$ cat config.mk
export PLATFORM = sky130hd
export DESIGN_NAME = ordered_list_append_delete
export DESIGN_NICKNAME = d
export VERILOG_FILES = /design/src/rtl/olad_pkg.sv /design/src/rtl/olad_mem.sv /design/src/rtl/olad_ctrl.sv /design/src/rtl/ordered_list_append_delete.sv
export SDC_FILE = /design/constraint.sdc
export NUM_CORES = 1
export LEC_CHECK = 0
export BUFFER_PORTS_ARGS = -buffer_cell sky130_fd_sc_hd__buf_2
export CORE_ASPECT_RATIO = 1.2
export CORE_UTILIZATION = 65
export CTS_BUF_LIST = sky130_fd_sc_hd__clkbuf_16
export CTS_CLUSTER_SIZE = 14
export DETAILED_ROUTE_END_ITERATION = 10
export GPL_ROUTABILITY_DRIVEN = 0
export PLACE_DENSITY = 0.89
export SLEW_MARGIN = 20
export SYNTH_ARGS = -nofsm -noshare
export SYNTH_HDL_FRONTEND = slang
export SYNTH_SLANG_ARGS = --single-unit
$ cat constraint.sdc
create_clock -name clk -period 11.82 [get_ports clk]
set_clock_uncertainty 0.05 [all_clocks]
set_input_delay 1.182 -clock clk [delete_from_list [all_inputs] [get_ports clk]]
set_output_delay 1.182 -clock clk [all_outputs]
set_load 0.005 [all_outputs]
$ cat src/rtl/olad_pkg.sv
// Shared types and codes for the ordered list block.
// Depends on nothing; imported by every module of the block.
`timescale 1ns / 1ps

package olad_pkg;

  localparam int unsigned DATA_W = 32;

  typedef enum logic [1:0] {
    OP_APPEND = 2'd0,
    OP_DELETE = 2'd1,
    OP_LIST   = 2'd2
  } op_t;

  typedef enum logic [2:0] {
    ST_APPENDED = 3'd0,
    ST_DELETED  = 3'd1,
    ST_NOTFOUND = 3'd2,
    ST_EMPTY    = 3'd3,
    ST_FULL     = 3'd4,
    ST_LISTED   = 3'd5
  } status_t;

endpackage

$ cat src/rtl/olad_mem.sv
// Value store: one write port, one read port, registered read data.
// Depends on olad_pkg for the data width.
`timescale 1ns / 1ps

module olad_mem #(
  parameter int unsigned DEPTH = 16,
  parameter int unsigned AW    = $clog2(DEPTH)
) (
  input  logic                      clk,
  input  logic                      we,
  input  logic [AW-1:0]             waddr,
  input  logic [olad_pkg::DATA_W-1:0] wdata,
  input  logic [AW-1:0]             raddr,
  output logic [olad_pkg::DATA_W-1:0] rdata
);
  import olad_pkg::*;

  logic [DATA_W-1:0] mem [DEPTH];

  always_ff @(posedge clk) begin
    if (we) begin
      mem[waddr] <= wdata;
    end
    rdata <= mem[raddr];
  end

endmodule

$ cat src/rtl/olad_ctrl.sv
// Sequencer: append, streaming scan for delete (with compaction) and list.
// Depends on olad_pkg; drives the ports of olad_mem.
`timescale 1ns / 1ps

module olad_ctrl #(
  parameter int unsigned DEPTH = 16,
  parameter int unsigned AW    = $clog2(DEPTH),
  parameter int unsigned CW    = $clog2(DEPTH + 1)
) (
  input  logic                        clk,
  input  logic                        rst,
  input  logic                        start,
  input  logic [1:0]                  op,
  input  logic signed [olad_pkg::DATA_W-1:0] value,
  output logic                        busy,
  output logic                        strobe,
  output logic [2:0]                  status,
  output logic signed [olad_pkg::DATA_W-1:0] item,
  output logic                        last,
  output logic                        mem_we,
  output logic [AW-1:0]               mem_waddr,
  output logic [olad_pkg::DATA_W-1:0] mem_wdata,
  output logic [AW-1:0]               mem_raddr,
  input  logic [olad_pkg::DATA_W-1:0] mem_rdata
);
  import olad_pkg::*;

  typedef enum logic {
    S_IDLE,
    S_SCAN
  } state_t;

  state_t            state;
  op_t               op_r;
  logic [DATA_W-1:0] value_r;
  logic [CW-1:0]     count;
  logic [CW-1:0]     rd_ptr;
  logic              pend_valid;
  logic [AW-1:0]     pend_idx;
  logic              found;

  logic              full;
  logic              is_last;
  logic              match;
  logic              app_write;
  logic              shift_write;

  assign busy     = rst || (state != S_IDLE);
  assign full     = (count == CW'(DEPTH));
  assign is_last  = (CW'(pend_idx) == (count - CW'(1)));
  assign match    = (mem_rdata == value_r);

  assign app_write   = (state == S_IDLE) && start && (op_t'(op) == OP_APPEND) && !full;
  assign shift_write = (state == S_SCAN) && pend_valid && (op_r == OP_DELETE) && found;

  assign mem_we    = app_write || shift_write;
  assign mem_waddr = app_write ? count[AW-1:0] : (pend_idx - AW'(1));
  assign mem_wdata = app_write ? value : mem_rdata;
  assign mem_raddr = rd_ptr[AW-1:0];

  always_ff @(posedge clk) begin
    if (rst) begin
      state      <= S_IDLE;
      count      <= '0;
      rd_ptr     <= '0;
      pend_valid <= 1'b0;
      found      <= 1'b0;
      strobe     <= 1'b0;
    end else begin
      strobe <= 1'b0;
      case (state)
        S_IDLE: begin
          if (start) begin
            op_r       <= op_t'(op);
            value_r    <= value;
            rd_ptr     <= '0;
            pend_valid <= 1'b0;
            found      <= 1'b0;
            item       <= value;
            last       <= 1'b1;
            case (op_t'(op))
              OP_APPEND: begin
                strobe <= 1'b1;
                if (full) begin
                  status <= ST_FULL;
                end else begin
                  status <= ST_APPENDED;
                  count  <= count + CW'(1);
                end
              end
              OP_DELETE, OP_LIST: begin
                if (count == '0) begin
                  strobe <= 1'b1;
                  status <= ST_EMPTY;
                end else begin
                  state <= S_SCAN;
                end
              end
              default: begin
                // unused code: no transaction result
              end
            endcase
          end
        end
        S_SCAN: begin
          // read issue side; the pointer has reached count by the tail entry
          if (rd_ptr < count) begin
            rd_ptr     <= rd_ptr + CW'(1);
            pend_valid <= 1'b1;
            pend_idx   <= rd_ptr[AW-1:0];
          end else begin
            pend_valid <= 1'b0;
          end
          // data return side
          if (pend_valid) begin
            if (op_r == OP_LIST) begin
              strobe <= 1'b1;
              status <= ST_LISTED;
              item   <= mem_rdata;
              last   <= is_last;
            end else if (match) begin
              found <= 1'b1;
            end
            if (is_last) begin
              state <= S_IDLE;
              if (op_r != OP_LIST) begin
                strobe <= 1'b1;
                item   <= value_r;
                last   <= 1'b1;
                if (found || match) begin
                  status <= ST_DELETED;
                  count  <= count - CW'(1);
                end else begin
                  status <= ST_NOTFOUND;
                end
              end
            end
          end
        end
        default: begin
          state <= S_IDLE;
        end
      endcase
    end
  end

endmodule

$ cat src/rtl/ordered_list_append_delete.sv
// Ordered list of up to DEPTH signed 32-bit values in a one-port-read store.
// Append, and delete or list on an empty list: one result in the cycle after
// the request is taken; busy stays low. Delete and list with n entries stream
// the store once with busy high; list results come one per cycle, and the
// tail or delete result comes in the same cycle that busy falls.
// Synchronous active-high reset empties the list; store undefined until appended.
// Depends on olad_pkg, olad_ctrl and olad_mem.
`timescale 1ns / 1ps

module ordered_list_append_delete #(
  parameter int unsigned DEPTH = 16
) (
  input  logic                               clk,
  input  logic                               rst,
  // request transaction: taken when start is high and busy is low
  input  logic                               start,
  output logic                               busy,
  input  logic [1:0]                         op,
  input  logic signed [olad_pkg::DATA_W-1:0] value,
  // result transaction: valid for the single cycle that strobe is high
  output logic                               strobe,
  output logic [2:0]                         status,
  output logic signed [olad_pkg::DATA_W-1:0] item,
  output logic                               last
);
  import olad_pkg::*;

  localparam int unsigned AW = $clog2(DEPTH);
  localparam int unsigned CW = $clog2(DEPTH + 1);

  // Store port wiring. Delete compaction writes entry k-1 with the data of
  // entry k while reads run ahead, so a write never hits the read address.
  logic              mem_we;
  logic [AW-1:0]     mem_waddr;
  logic [DATA_W-1:0] mem_wdata;
  logic [AW-1:0]     mem_raddr;
  logic [DATA_W-1:0] mem_rdata;

  olad_ctrl #(
    .DEPTH (DEPTH),
    .AW    (AW),
    .CW    (CW)
  ) u_ctrl (
    .clk       (clk),
    .rst       (rst),
    .start     (start),
    .op        (op),
    .value     (value),
    .busy      (busy),
    .strobe    (strobe),
    .status    (status),
    .item      (item),
    .last      (last),
    .mem_we    (mem_we),
    .mem_waddr (mem_waddr),
    .mem_wdata (mem_wdata),
    .mem_raddr (mem_raddr),
    .mem_rdata (mem_rdata)
  );

  // Entries 0..count-1 hold the list, head first.
  olad_mem #(
    .DEPTH (DEPTH),
    .AW    (AW)
  ) u_mem (
    .clk   (clk),
    .we    (mem_we),
    .waddr (mem_waddr),
    .wdata (mem_wdata),
    .raddr (mem_raddr),
    .rdata (mem_rdata)
  );

endmodule

==> results.sh <==
export IMPL_multi_input_area_um2=6230
export IMPL_drtPass1Iterations=5
export IMPL_io_buffers=74
export IMPL_n_antenna_cell=0
export IMPL_max_freq_mhz=239
export IMPL_synthArstFlopShare_pct=0
export IMPL_power_frac_seq_pct=56.8
export IMPL_yosysWarningCount=0
export IMPL_rows=78
export IMPL_wire_per_inst_um=34.9
export IMPL_status="finished, final reports clean"
export IMPL_cap_viol_max_count=0
export IMPL_grt_max_degree=74
export IMPL_seqCellArea_um2=18500
export IMPL_drt_iter0_drc=2100
export IMPL_crit_type="register to register"
export IMPL_ys_flop_type="edfxtp_1"
export IMPL_post_route_drc_count=0
export IMPL_startpoint_type="register"
export IMPL_placed_area_um2=26000
export IMPL_swShare_pct=20.6
export IMPL_ios=75
export IMPL_synth_seq_area_share_pct=74.3
export IMPL_cts_resized=0
export IMPL_cts_hold_buf=0
export IMPL_fin_nets=1361
export IMPL_grt_pass1_vias=13900
export IMPL_cpPeakStageDelay_ns=0.56
export IMPL_post_cts_setup_buffers=0
export IMPL_busiest_layer="met2"
export IMPL_hp_class="register to register"
export IMPL_setup_viol=0
export IMPL_cts_max_level=2
export IMPL_clk_latency_ns=0.60
export IMPL_grt_pass1_wl_um=94700
export IMPL_leakage_nw=9.02
export IMPL_via_per_inst=7.40
export IMPL_use_met2_pct=55.7
export IMPL_p_clk_share_pct=40.5
export IMPL_worst_pin_slew_ns=1.17
export IMPL_synth_cell_types=44
export IMPL_clock_sinks=632
export IMPL_cp_required_ns=12.00
export IMPL_die_area_um2=39100
export IMPL_start_util_pct=66.0
export IMPL_combPwrFrac_pct=2.7
export IMPL_ant_nets=0
export IMPL_grt_util_met3_pct=6.76
export IMPL_netlist_area_um2=24900
export IMPL_syn_inst=1218
export IMPL_cts_buffers_inserted=56
export IMPL_die_w_um=181
export IMPL_cts_root_buf="clkbuf_16"
export IMPL_nFillCells=1900
export IMPL_dp_hpwl_um=34200
export IMPL_setup_tns_final_ns=0
export IMPL_synth_net_count=1265
export IMPL_cpMostUsedCell="buf_4"
export IMPL_yosysTopAreaCell="edfxtp_1"
export IMPL_drt_total_wl_um=64300
export IMPL_ys_seq_elements=632
export IMPL_min_period_ns=4.19
export IMPL_crit_arrival_ns=4.37
export IMPL_final_cell_area_um2=27700
export IMPL_cts_clk_slew_worst_paths_ns=0.06
export IMPL_path_cells="inv_1 -> ha_1 -> nor3b_2 -> a2111o_2 -> buf_4 -> o21ai_0 -> nand2_1 -> nor2_4 -> buf_4"
export IMPL_synth_area_leaders="edfxtp_1 71%, mux4_2 14%, dfxtp_1 3.7%"
export IMPL_finalHoldViolations=0
export IMPL_dieHeight_um=217
export IMPL_grt_antenna_before_repair=2
export IMPL_synth_edf_count=586
export IMPL_power_total_w=0.00434
export IMPL_grt_usage_pct=34.1
export IMPL_num_vias=13600
export IMPL_drive_gt1_share_pct=29.0
export IMPL_end_kind="register"
export IMPL_clk_path_buf_depth=3
export IMPL_cts_tree="built"
export IMPL_worstPathMaxFanout=46
export IMPL_drv_slew=0
export IMPL_power_density_nw_per_um2=157
export IMPL_slew_headroom_pct=21.3
export IMPL_yosysTopAreaCellShare_pct=70.6
export IMPL_fin_crit_sh_pct=35.5
export IMPL_slowest_stage="nor2_4"
export IMPL_avgSynthCellArea_um2=20.5
export IMPL_core_area_um2=37800
export IMPL_rsz0062_at_grt="false"
export IMPL_power_switching_w=0.000895
export IMPL_synth_common_cells="586 x edfxtp_1, 160 x mux4_2, 46 x dfxtp_1"
export IMPL_grt_met1_usage_pct=44.0
export IMPL_irDropWorstVdd_mv=0.127
export IMPL_area_growth_pct=11.3
export IMPL_synth_most_common_cell="edfxtp_1"
export IMPL_internal_power_w=0.00345
export IMPL_overflow=0
==> power by group through the flow <==
stage / sequential (W) / clock, W / combinational (W)
2_1_floorplan: 0.00251 / 0 / 0.0000603
3_3_place_gp: 0.00251 / 0 / 0.000105
3_5_place_dp: 0.00251 / 0 / 0.000112
4_1_cts: 0.00246 / 0.00177 / 0.000116
5_1_grt: 0.00247 / 0.00185 / 0.000123
6_report: 0.00247 / 0.00176 / 0.000118
==> stage by stage <==
step	worst slack, ns	instances	utilization [%]	hold WS [ns]
after floorplan	7.61	1218	-	0.385
after CTS	7.68	1841	73.4	0.438
after global placement	7.64	1736	68.8	0.415
final	7.63	1841	73.4	0.438
after global routing	7.47	1841	73.4	0.484
after detailed placement	7.50	1736	68.8	0.429
==> flip-flops by register name (all words and copies together), names as in the netlist, 2 cells and up <==
| signal | count |
|---|---|
| u_ctrl.count | 5 |
| u_ctrl.item | 32 |
| u_ctrl.op_r | 2 |
| u_ctrl.pend_idx | 4 |
| u_ctrl.rd_ptr | 5 |
| u_ctrl.status | 3 |
| u_ctrl.value_r | 32 |
| u_mem.mem | 512 |
| u_mem.rdata | 32 |
==> final timing paths <==
check / startpoint / to / slack, ns / depth (start not counted)
worst min-delay path: u_ctrl.pend_valid / u_ctrl.pend_valid / 0.44 / 2
worst min register to register: u_ctrl.pend_valid / u_ctrl.pend_valid / 0.44 / 2
worst max register to register: u_ctrl.count[0] / u_mem.mem[6][30] / 7.63 / 9
worst max-delay path: u_ctrl.count[0] / u_mem.mem[6][30] / 7.63 / 9
==> placed cells by master, fill, tap and decap left out, drive strengths merged, types with 10 or more instances in the layout <==
cell	instances
mux2i	33
inv	40
edfxtp	586
xnor2	39
buf	102
clkinv	19
clkbuf	57
a21oi	45
ha	10
a21o	33
dfxtp	46
mux4	160
mux2	33
nor2	30
nand2	14
o21ai	38
==> kinds of logic after synthesis <==
logic type / Yosys count / share of synthesized area (%)
AND/OR/NAND/NOR: 84 / 1.64
AO/OA/AOI/OAI: 143 / 3.49
adder cells (fa/ha/maj): 10 / 0.502
multiplexers: 226 / 17.3
XOR/XNOR: 43 / 1.51
buffers and inverters: 80 / 1.32
flip-flops: 632 / 74.3
==> routing by layer <==
layer  vias to the layer above  routed length, um  part of all wire, %
met2                      1184              32000                   50
met3                       250               6760                   11
met1                      6983              21700                   34
met5                         -                 11                0.017
li1                       5208                  -                    -
met4                         2               3800                  5.9
==> cell type report <==
type	instances	area share, %
Clock inverter	48	1.12
Clock buffer	57	5.14
Timing Repair Buffer	102	2.09
Tap cell	480	2.16
Sequential cell	632	66.8
Inverter	16	0.216
Multi-Input combinational cell	506	22.5
==> worst max-delay path, delay by kind of cell, from the launching register on <==
| family | cells | cell delay, ns |
|---|---|---|
| AND/OR/NAND/NOR | 3 | 1.12 |
| buffers and inverters | 3 | 0.97 |
| AO/OA/AOI/OAI | 2 | 0.89 |
| flip-flops | 1 | 0.53 |
| adder cells (fa/ha/maj) | 1 | 0.26 |
(Power assumes the default switching activity.)
